==> src/hdl/i2cms_pkg.sv <==
// Shared types and constants for the I2C master transfer sequencer.
// No dependencies; imported by i2cms_step, the top level and the testbench.
package i2cms_pkg;

  localparam int DEFAULT_BUFFER_DEPTH = 128;

  typedef enum logic [1:0] {
    OP_WRITE = 2'd0,
    OP_START = 2'd1,
    OP_EVENT = 2'd2,
    OP_READ  = 2'd3
  } opcode_t;

  typedef enum logic [4:0] {
    ST_BUS_ERROR   = 5'd0,
    ST_START       = 5'd1,
    ST_REP_START   = 5'd2,
    ST_TX_ADR_ACK  = 5'd3,
    ST_TX_ADR_NACK = 5'd4,
    ST_TX_DAT_ACK  = 5'd5,
    ST_TX_DAT_NACK = 5'd6,
    ST_ARB_LOST    = 5'd7,
    ST_RX_ADR_ACK  = 5'd8,
    ST_RX_ADR_NACK = 5'd9,
    ST_RX_DAT_ACK  = 5'd10,
    ST_RX_DAT_NACK = 5'd11
  } status_t;

  // Decision for one item, carried alongside the buffer read.
  typedef struct packed {
    logic       control_valid;
    logic       bus_enable;
    logic       event_enable;
    logic       send_start;
    logic       send_stop;
    logic       send_ack;
    logic       tx_valid;
    logic       read_sel;
    logic       transfer_ok;
    logic       fault_valid;
    logic [4:0] fault_status;
  } result_t;

endpackage

==> src/hdl/i2cms_ram.sv <==
// Generic single-write, single-read RAM with registered read data.
// No dependencies.
module i2cms_ram #(
  parameter int WIDTH = 8,
  parameter int DEPTH = 128
) (
  input  logic                     clk,
  input  logic                     we,
  input  logic [$clog2(DEPTH)-1:0] waddr,
  input  logic [WIDTH-1:0]         wdata,
  input  logic                     re,
  input  logic [$clog2(DEPTH)-1:0] raddr,
  output logic [WIDTH-1:0]         rdata
);

  logic [WIDTH-1:0] mem [DEPTH];

  always_ff @(posedge clk) begin
    if (we) begin
      mem[waddr] <= wdata;
    end
    if (re) begin
      rdata <= mem[raddr];
    end
  end

endmodule

==> src/hdl/i2cms_step.sv <==
// Step rule and sequencer state (pointer, length, done flag, last fault).
// Depends on i2cms_pkg; drives the buffer RAM ports and the per-item decision.
module i2cms_step #(
  parameter int BUFFER_DEPTH = i2cms_pkg::DEFAULT_BUFFER_DEPTH
) (
  input  logic                            clk,
  input  logic                            rst,
  input  logic                            accept,
  input  logic [1:0]                      opcode,
  input  logic [6:0]                      index,
  input  logic [7:0]                      data,
  input  logic [7:0]                      length,
  input  logic [4:0]                      status,
  output logic                            wr_req,
  output logic [$clog2(BUFFER_DEPTH)-1:0] wr_addr,
  output logic [7:0]                      wr_data,
  output logic [$clog2(BUFFER_DEPTH)-1:0] rd_addr,
  output i2cms_pkg::result_t              res
);
  import i2cms_pkg::*;

  localparam int AW = $clog2(BUFFER_DEPTH);
  localparam logic [8:0] DEPTH_W = 9'(BUFFER_DEPTH);

  logic [7:0] byte_pointer, byte_pointer_next;
  logic [7:0] transfer_length, transfer_length_next;
  logic       done_ok, done_ok_next;
  logic [4:0] last_fault, last_fault_next;

  logic [7:0] index_w;
  logic       index_ok;
  logic       pointer_ok;
  logic       rewind;
  logic [7:0] ptr_base;
  logic [7:0] ptr_inc;
  logic [7:0] rx_ptr;
  logic       rx_ack;

  assign index_w    = {1'b0, index};
  assign index_ok   = {1'b0, index_w} < DEPTH_W;
  assign pointer_ok = {1'b0, byte_pointer} < DEPTH_W;
  assign rewind     = (status == ST_START) || (status == ST_REP_START);
  assign ptr_base   = rewind ? 8'd0 : byte_pointer;
  assign ptr_inc    = byte_pointer + 8'd1;
  assign rx_ptr     = (status == ST_RX_DAT_ACK) ? ptr_inc : byte_pointer;
  assign rx_ack     = ({1'b0, rx_ptr} + 9'd1) < {1'b0, transfer_length};

  always_comb begin
    byte_pointer_next    = byte_pointer;
    transfer_length_next = transfer_length;
    done_ok_next         = done_ok;
    last_fault_next      = last_fault;
    wr_req               = 1'b0;
    wr_addr              = index_w[AW-1:0];
    wr_data              = data;
    rd_addr              = index_w[AW-1:0];
    res                  = '0;
    unique case (opcode_t'(opcode))
      OP_WRITE: begin
        wr_req = index_ok;
      end
      OP_START: begin
        transfer_length_next = ({1'b0, length} > DEPTH_W) ? DEPTH_W[7:0] : length;
        done_ok_next         = 1'b0;
        res.control_valid    = 1'b1;
        res.bus_enable       = 1'b1;
        res.event_enable     = 1'b1;
        res.send_start       = 1'b1;
      end
      OP_READ: begin
        res.read_sel = index_ok;
      end
      OP_EVENT: begin
        res.control_valid = 1'b1;
        res.bus_enable    = 1'b1;
        unique case (status)
          ST_START, ST_REP_START, ST_TX_ADR_ACK, ST_TX_DAT_ACK: begin
            rd_addr = ptr_base[AW-1:0];
            if (ptr_base < transfer_length) begin
              res.tx_valid      = 1'b1;
              res.event_enable  = 1'b1;
              byte_pointer_next = ptr_base + 8'd1;
            end else begin
              byte_pointer_next = ptr_base;
              done_ok_next      = 1'b1;
              res.send_stop     = 1'b1;
            end
          end
          ST_RX_ADR_ACK, ST_RX_DAT_ACK: begin
            if (status == ST_RX_DAT_ACK) begin
              wr_req  = pointer_ok;
              wr_addr = byte_pointer[AW-1:0];
            end
            byte_pointer_next = rx_ptr;
            res.event_enable  = 1'b1;
            res.send_ack      = rx_ack;
          end
          ST_RX_DAT_NACK: begin
            wr_req        = pointer_ok;
            wr_addr       = byte_pointer[AW-1:0];
            done_ok_next  = 1'b1;
            res.send_stop = 1'b1;
          end
          ST_ARB_LOST: begin
            res.event_enable = 1'b1;
            res.send_start   = 1'b1;
          end
          default: begin
            last_fault_next = status;
            res.fault_valid = 1'b1;
          end
        endcase
      end
    endcase
    res.transfer_ok  = done_ok_next;
    res.fault_status = last_fault_next;
  end

  always_ff @(posedge clk) begin
    if (rst) begin
      byte_pointer    <= '0;
      transfer_length <= '0;
      done_ok         <= 1'b0;
      last_fault      <= '0;
    end else if (accept) begin
      byte_pointer    <= byte_pointer_next;
      transfer_length <= transfer_length_next;
      done_ok         <= done_ok_next;
      last_fault      <= last_fault_next;
    end
  end

endmodule

==> src/hdl/i2c_master_transfer_sequencer.sv <==
// I2C master transfer sequencer, top level: step rule, byte buffer RAM, output register.
// Depends on i2cms_pkg, i2cms_step and i2cms_ram.
//
// Takes one item per clock cycle while item_stall is low. The decision and the buffer
// access happen at the accepting edge, where the buffer RAM also registers its read data
// alongside the s1 stage; the result register loads from s1 and the read data when the
// pipeline next advances. The pipeline advances as a whole while the result register is
// empty or being taken, so item_stall is result_stall gated by result_valid.
// The 8-bit buffer is a single write port, single registered read port RAM of
// BUFFER_DEPTH entries with no reset and no clearing pass; reading an entry that was
// never written returns whatever the RAM holds.
module i2c_master_transfer_sequencer #(
  parameter int BUFFER_DEPTH = i2cms_pkg::DEFAULT_BUFFER_DEPTH
) (
  input  logic       clk,
  input  logic       rst,
  input  logic       item_valid,
  output logic       item_stall,
  input  logic [1:0] opcode,
  input  logic [6:0] index,
  input  logic [7:0] data,
  input  logic [7:0] length,
  input  logic [4:0] status,
  output logic       result_valid,
  input  logic       result_stall,
  output logic       control_valid,
  output logic       bus_enable,
  output logic       event_enable,
  output logic       send_start,
  output logic       send_stop,
  output logic       send_ack,
  output logic [7:0] tx_byte,
  output logic       tx_valid,
  output logic [7:0] read_byte,
  output logic       transfer_ok,
  output logic       fault_valid,
  output logic [4:0] fault_status
);
  import i2cms_pkg::*;

  localparam int AW = $clog2(BUFFER_DEPTH);

  logic          advance;
  logic          accept;
  logic          wr_req;
  logic [AW-1:0] wr_addr;
  logic [7:0]    wr_data;
  logic [AW-1:0] rd_addr;
  logic [7:0]    rd_data;
  result_t       res;
  result_t       s1;
  logic          s1_valid;

  assign advance    = !result_valid || !result_stall;
  assign item_stall = !advance;
  assign accept     = item_valid && advance;

  i2cms_step #(
    .BUFFER_DEPTH(BUFFER_DEPTH)
  ) u_step (
    .clk     (clk),
    .rst     (rst),
    .accept  (accept),
    .opcode  (opcode),
    .index   (index),
    .data    (data),
    .length  (length),
    .status  (status),
    .wr_req  (wr_req),
    .wr_addr (wr_addr),
    .wr_data (wr_data),
    .rd_addr (rd_addr),
    .res     (res)
  );

  i2cms_ram #(
    .WIDTH(8),
    .DEPTH(BUFFER_DEPTH)
  ) u_ram (
    .clk   (clk),
    .we    (accept && wr_req),
    .waddr (wr_addr),
    .wdata (wr_data),
    .re    (accept),
    .raddr (rd_addr),
    .rdata (rd_data)
  );

  always_ff @(posedge clk) begin
    if (rst) begin
      s1_valid     <= 1'b0;
      result_valid <= 1'b0;
    end else if (advance) begin
      s1_valid     <= accept;
      result_valid <= s1_valid;
    end
  end

  always_ff @(posedge clk) begin
    if (advance) begin
      s1            <= res;
      control_valid <= s1.control_valid;
      bus_enable    <= s1.bus_enable;
      event_enable  <= s1.event_enable;
      send_start    <= s1.send_start;
      send_stop     <= s1.send_stop;
      send_ack      <= s1.send_ack;
      tx_valid      <= s1.tx_valid;
      tx_byte       <= s1.tx_valid ? rd_data : 8'd0;
      read_byte     <= s1.read_sel ? rd_data : 8'd0;
      transfer_ok   <= s1.transfer_ok;
      fault_valid   <= s1.fault_valid;
      fault_status  <= s1.fault_status;
    end
  end

  a_accept_fills_s1: assert property (@(posedge clk) disable iff (rst)
    accept |=> s1_valid)
    else $error("accepted item did not reach the read stage");

  a_tx_word: assert property (@(posedge clk) disable iff (rst)
    result_valid && tx_valid |-> control_valid && event_enable && !send_stop)
    else $error("tx byte issued without a proper control word");

  a_stop_done: assert property (@(posedge clk) disable iff (rst)
    result_valid && send_stop |-> transfer_ok && !event_enable)
    else $error("stop issued without marking the transfer good");

  a_fault_word: assert property (@(posedge clk) disable iff (rst)
    result_valid && fault_valid |-> control_valid && !event_enable && !tx_valid)
    else $error("fault captured with events still enabled");

  a_read_quiet: assert property (@(posedge clk) disable iff (rst)
    result_valid && (read_byte != 8'd0) |-> !control_valid)
    else $error("buffer read returned with a control word");

endmodule

==> config.mk <==
export PLATFORM = sky130hd
export DESIGN_NAME = i2c_master_transfer_sequencer
export DESIGN_NICKNAME = d
export VERILOG_FILES = /design/src/hdl/i2cms_pkg.sv /design/src/hdl/i2cms_ram.sv /design/src/hdl/i2cms_step.sv /design/src/hdl/i2c_master_transfer_sequencer.sv
export SDC_FILE = /design/constraint.sdc
export NUM_CORES = 2
export LEC_CHECK = 0
export ABC_CLOCK_PERIOD_IN_PS = 4000
export BUFFER_PORTS_ARGS = -buffer_cell sky130_fd_sc_hd__buf_2
export CAP_MARGIN = 0
export CORE_MARGIN = 10
export CORE_UTILIZATION = 51
export CTS_CLUSTER_SIZE = 28
export DETAILED_ROUTE_END_ITERATION = 6
export GPL_ROUTABILITY_DRIVEN = 0
export HOLD_SLACK_MARGIN = 0.02
export PLACE_DENSITY = 0.75
export SYNTH_ARGS = -nofsm -noshare
export SYNTH_HDL_FRONTEND = slang
export SYNTH_SLANG_ARGS = --single-unit
==> constraint.sdc <==
create_clock -name clk -period 4 [get_ports clk]
set_input_delay 0.4 -clock clk [delete_from_list [all_inputs] [get_ports clk]]
set_output_delay 0.4 -clock clk [all_outputs]
set_load 0.1 [all_outputs]
# After elaboration in Yosys (flattened, before gate mapping)
# Memory sizes are Yosys's and may differ from the RTL's. A register that Yosys moved wholly into a read port is not among the register bits.
# Cells that the tools add are included.
# classes
add_sub_neg,3
magnitude_cmp,5
eq_ne,11
mux,27
n_reduce_logical,17
# ops
op,n
two-way mux 8 bit,4
two-way mux 7 bit,4
"adder 8 x 1 -> 8 bit, second input constant",2
case mux 8 bit (2 select lines),1
"== test 5 x 4 -> 1 bit, second input constant",3
case mux 7 bit (2 select lines),1
case mux 1 bit (2 select lines),6
"== test 5 x 2 -> 1 bit, second input constant",2
"== test 5 x 3 -> 1 bit, second input constant",2
two-way mux 5 bit,2
"adder 8 x 1 -> 9 bit, second input constant",1
< comparator 9 x 8 -> 1 bit,1
"greater-than comparator 8 bit, second input constant",1
"< comparator 7 x 8 -> 1 bit, second input constant",1
< comparator 8 bit,1
"< comparator 8 bit, second input constant",1
two-way mux 1 bit,8
case mux 4 bit (2 select lines),1
OR reduction 8 bit,1
AND reduction 2 bit,3
"== test 5 x 1 -> 1 bit, second input constant",1
"== test 2 bit, second input constant",2
OR reduction 4 bit,1
logical NOT 1 bit,3
8 further kinds,10
# totals
reg_bits,69
ram_bits,1024
input_bits,34
word_cells,93
mem_count,1
# memory_table
memory,words,word_bits,read_ports,rd_ports_with_merged_regs,write_ports,line_no,rtl
u_ram.mem,128,8,1,1,1,i2cms_ram.sv:16,logic [WIDTH-1:0] mem [DEPTH];

# Logic depth before layout (Yosys ltp)
# logic_depth
depth_word,7
depth_mapped,15
depth_no_buf,13

# By module
# From an unflattened synthesis, not the netlist that was laid out.
# hier_totals
cells_unflattened,2050
area_unflattened_um2,43838.3
# by_module_without_submodules
mod,instances,cells_each,area_each_um2
i2cms_ram,1,1635,39745.6
i2cms_step,1,343,2551.2
i2c_master_transfer_sequencer,1,72,1541.5

# Least setup slack after synthesis
# No wires, ideal clock.
# synth_path
path_type,register to register
start,register result_valid
end,memory u_ram.mem[104][0] (enable)
setup_time_ns,0.285
arrival_ns,3.550
required_ns,3.715
path_slack_ns,0.165
path_stages_with_launch,9
n_path_buf,2
period_less_slack_ns,3.835
cell_sequence,dfxtp_1 > nand2_1 > and2_1 > o21a_1 > clkbuf_1 > and2_1 > nand2b_1 > clkbuf_1 > nor2_1
# synth_via
elab_chain_len,6
# synth_rtl
element,line_no,rtl
"start, declared",i2c_master_transfer_sequencer.sv:24,"output logic result_valid,"
"start signal, assigned",i2c_master_transfer_sequencer.sv:95,result_valid <= s1_valid;
logical NOT 1 bit,i2c_master_transfer_sequencer.sv:54,assign advance = !result_valid || !result_stall;
logical OR 1 bit,i2c_master_transfer_sequencer.sv:54,
logical AND 1 bit,i2c_master_transfer_sequencer.sv:56,assign accept = item_valid && advance;
logical AND 1 bit,i2c_master_transfer_sequencer.sv:81,".we (accept && wr_req),"
two-way mux 1 bit,i2cms_ram.sv:19,if (we) begin
two-way mux 1 bit (implied by the code),i2cms_ram.sv:20,mem[waddr] <= wdata;
"end, declared",i2cms_ram.sv:16,
# Every way passes these cells.

# Worst setup path after layout
# layout_path
start,register u_step.byte_pointer[0]
end,register u_ram.rdata[6] (read register of u_ram.mem) (data pin)
# layout_via
elab_chain_len,3
# layout_rtl
element,line_no,rtl
"start, declared",i2cms_step.sv:25,"logic [7:0] byte_pointer, byte_pointer_next;"
"start signal, assigned",i2cms_step.sv:126,byte_pointer <= byte_pointer_next;
two-way mux 8 bit,i2cms_step.sv:43,assign ptr_base = rewind ? 8'd0 : byte_pointer;
two-way mux 7 bit,i2cms_step.sv:76,unique case (status)
two-way mux 7 bit,i2cms_step.sv:58,unique case (opcode_t'(opcode))
"end, declared",i2cms_ram.sv:13,output logic [WIDTH-1:0] rdata
# Every way passes these cells.
# A chain may end at the register's enable or synchronous reset.

==> metrics <==
status finished with violations; failing checks design-rule violations; yosys warns 0; WHS 0.0813 ns; input/output buffers 65; gr usage total 23.0%; row cnt 108; Die W 316 um; Slew Viols, Final 0; Syn Inst Count 3370; Achievable Freq 0.277 GHz; ANT nets after route 0; setup bufs post-CTS 0; Slew Limit Headroom 23.0%; WL met1 44300 um; Setup Skew 0.0328 ns; Netlist cell types 71; Synth Area in Simple Gates 12.7%; Worst Setup End Kind flop; DR vias 28900; Switching Power 5500 uW; Fin. Hold Viols 0; total congestion overflow 0; pwr/cell area 479 mW/mm2; synthesized-area fraction occupied by adder cells 0.584%; area post-placement 0.0470 mm2; # clock sinks 1099; sequential-to-total area share from yosys stat 73.5%; largest net degree at the start of global routing 129; Worst Max-Slew Pin Slew 1.14 ns; CTS Buf Count 104; Fillers 6552; CTS Hold Bufs 0; Critical Path Fanout Max 44; metal2 WL 53400 um; CP max stage delay 0.93 ns; Pre-Repair DR Iteration Count 7; height of the chip 316 um; Post-synth EDFFs 1075; part of the power in combinational logic 7.2%; Worst-Skew Late Latency 0.69 ns; Post-Syn Nets 3424; multiplexer area fraction after synthesis 3.70%; # setup viols final 0; Max IR drop VDD 384 uV; switch share 22.8%; overall power 24100 uW; endpoint required time on the critical path 4.52 ns; die area 0.0996 mm2; # IOs 66; synthesis-to-finish area growth 13.0%; Reg clk slew, reported paths 0.06 ns; Max Cap Viol 0; power share of the clock group 40.0%; post-CTS resize count 0; share of power burned in registers 52.8%; initial antenna violation count 6; startpoint type of the worst setup path flop; CORE AREA 0.0868 mm2; CTS tree yes; Post-Syn Area 0.0446 mm2; Crit path max-delay family simple AND/OR/NAND/NOR gates; Final #Nets 3556; Post-synth top flop edfxtp_1; initial DRC count 4514; DRC violations left 6; CP cell instances buf_4 -> a21boi_2 -> mux2_8 -> buf_12 -> buf_4 -> nand2_1 -> a21oi_1 -> nor4_1 -> nor4_1 -> o21ai_1 -> a32oi_1; H-tree Lvls 3; main combinational cell family by area after synthesis simple AND/OR/NAND/NOR gates; root buffer cell clkbuf_16; vias in the first global route 28000; RSZ-0062 raised after global routing no; Final Cycle Share 90.4%; CP bufs+invs 3; Internal Power 18600 uW; Mapped Avg Cell Area 13.2 um2; Crit Path Category reg -> reg; critical path's slowest cell nor4_1; Worst EP arrival 4.13 ns; asr flop ratio synth 0%; met3 WL post-DR 14800 um; area fraction in compound gates after synthesis 6.89%; first-pass GRT wire length 174000 um; Pleak 0.0172 uW; synthesis-stage register bit count 1099; Hold WC Path Type in -> reg; wire per inst 24.7 um; Vias/cell 6.09; Starting Density 51.4%; Detailed Place HPWL 72500 um; Top Layer Used met5; Final Cell Area 0.0504 mm2; clk buf depth 3; share of post-route cells with drive strength above 1 11.3%; drt total wl 117000 um; Final min period 3.62 ns; Synth Area in XOR/XNOR 0.292%
## metal layers
metal / GRT usage (%) / vias to the layer above
li1: - / 12700
met2: 35.6 / 1864
met3: 5.97 / 285
met4: 9.44 / 2
met5: 0 / -
met1: 31.0 / 14000
## worst paths after layout
| path | startpoint | to | slack, ns | depth (start not counted) |
|---|---|---|---|---|
| max | u_step.byte_pointer[0] | u_ram.rdata[6] | 0.38 | 11 |
| min | length[7] | u_step.transfer_length[7] | 0.08 | 3 |
| max reg2reg | u_step.byte_pointer[0] | u_ram.rdata[6] | 0.38 | 11 |
| min reg2reg | s1[9] | send_ack | 0.41 | 0 |
## power by group through the flow
stage          Sequential (uW)  Combinational, uW  Clock [uW]
6_report                 12700               1750        9640
5_1_grt                  12700               1840       10200
4_1_cts                  12700               1710        9700
3_5_place_dp             13000               1700           0
3_3_place_gp             13000               1670           0
2_1_floorplan            13200                760           0
## through the flow
step	cells	setup WS [ns]	TNS, ns	util [%]
4_1_cts	4744	0.576	0	58.0
2_1_floorplan	3370	0.165	0	-
6_report	4746	0.385	0	58.0
3_3_place_gp	4551	-0.0265	-0.0265	54.2
5_1_grt	4744	0.301	0	58.0
3_5_place_dp	4551	0.0472	0	54.2
## worst register-to-register path, stage by stage (launching register included)
cell and delay [ns]:
dfxtp_1 0.32, buf_4 0.19, a21boi_2 0.36, mux2_8 0.47, buf_12 0.28, buf_4 0.27, nand2_1 0.07, a21oi_1 0.16
nor4_1 0.09, nor4_1 0.93, o21ai_1 0.12, a32oi_1 0.18
## logic make-up (layout without fill, tap and decap cells)
group | Yosys count | after routing
compound gates | 540 | 540
xor+xnor | 14 | 14
other cells | 0 | 2
flops | 1099 | 1099
fa+ha+maj | 21 | 21
simple gates | 1314 | 1314
buf+inv | 220 | 439
mux | 162 | 162
## area by class of cell
class	instances	area [um2]	area share, %
clock buffers	135	2760	5.48
diodes	2	5.00	0.00994
repair buffers	229	1910	3.80
flip-flops and latches	1099	32800	65.1
well taps	1155	1450	2.87
clock inverters	58	556	1.10
multi-input cells	2051	10800	21.5
inverters	17	63.8	0.127
## cell usage after synthesis, drive strengths merged (3+ instances only)
| master | instances | area, um2 |
|---|---|---|
| a211oi | 3 | 22.5 |
| or3 | 3 | 18.8 |
| a31oi | 17 | 106 |
| mux2i | 150 | 1510 |
| and4 | 4 | 35.0 |
| o21ai | 61 | 305 |
| clkbuf | 72 | 272 |
| and2 | 27 | 171 |
| a32oi | 17 | 149 |
| o211ai | 9 | 67.6 |
| nand2 | 806 | 3030 |
| nor3 | 29 | 161 |
| nand2b | 9 | 56.3 |
| inv | 17 | 63.8 |
| a21boi | 4 | 33.8 |
| nand4 | 18 | 113 |
| nor3b | 8 | 60.1 |
| a211o | 3 | 26.3 |
| xnor2 | 8 | 70.1 |
| a311oi | 7 | 61.3 |
| mux2 | 12 | 135 |
| a21o | 4 | 30.0 |
| nor2 | 162 | 608 |
| o22ai | 55 | 350 |
| nor4 | 106 | 663 |
| edfxtp | 1075 | 32300 |
| buf | 131 | 676 |
| ha | 20 | 250 |
| xor2 | 6 | 60.1 |
| dfxtp | 24 | 480 |
| nor2b | 10 | 62.6 |
| nand3b | 6 | 45.0 |
| o21a | 12 | 90.1 |
| nand3 | 118 | 591 |
| o31ai | 4 | 35.0 |
| a21oi | 326 | 1630 |
## sequential cells by signal (all words and copies together) (netlist names), 5 cells and up
name,cells
u_ram.rdata,8
read_byte,8
fault_status,5
u_step.byte_pointer,8
u_ram.mem,1024
u_step.transfer_length,8
u_step.last_fault,5
tx_byte,8
s1,14
## cells in the final DEF, fill, tap and decap left out, types with 18 or more instances in the layout
cell       instances
a21oi_1          326
nor4_1           106
clkbuf_16        104
buf_2             57
nand3_1          118
buf_12            27
o22ai_1           54
and2_1            25
nor3_1            27
buf_4            145
clkinv_1          20
nand2_1          804
nor2_1           161
edfxtp_1        1075
dfxtp_1           24
ha_1              20
clkinv_2          22
o21ai_0           55
clkbuf_1          27
mux2i_1          146
nand4_1           18
(Power assumes the default switching activity.)
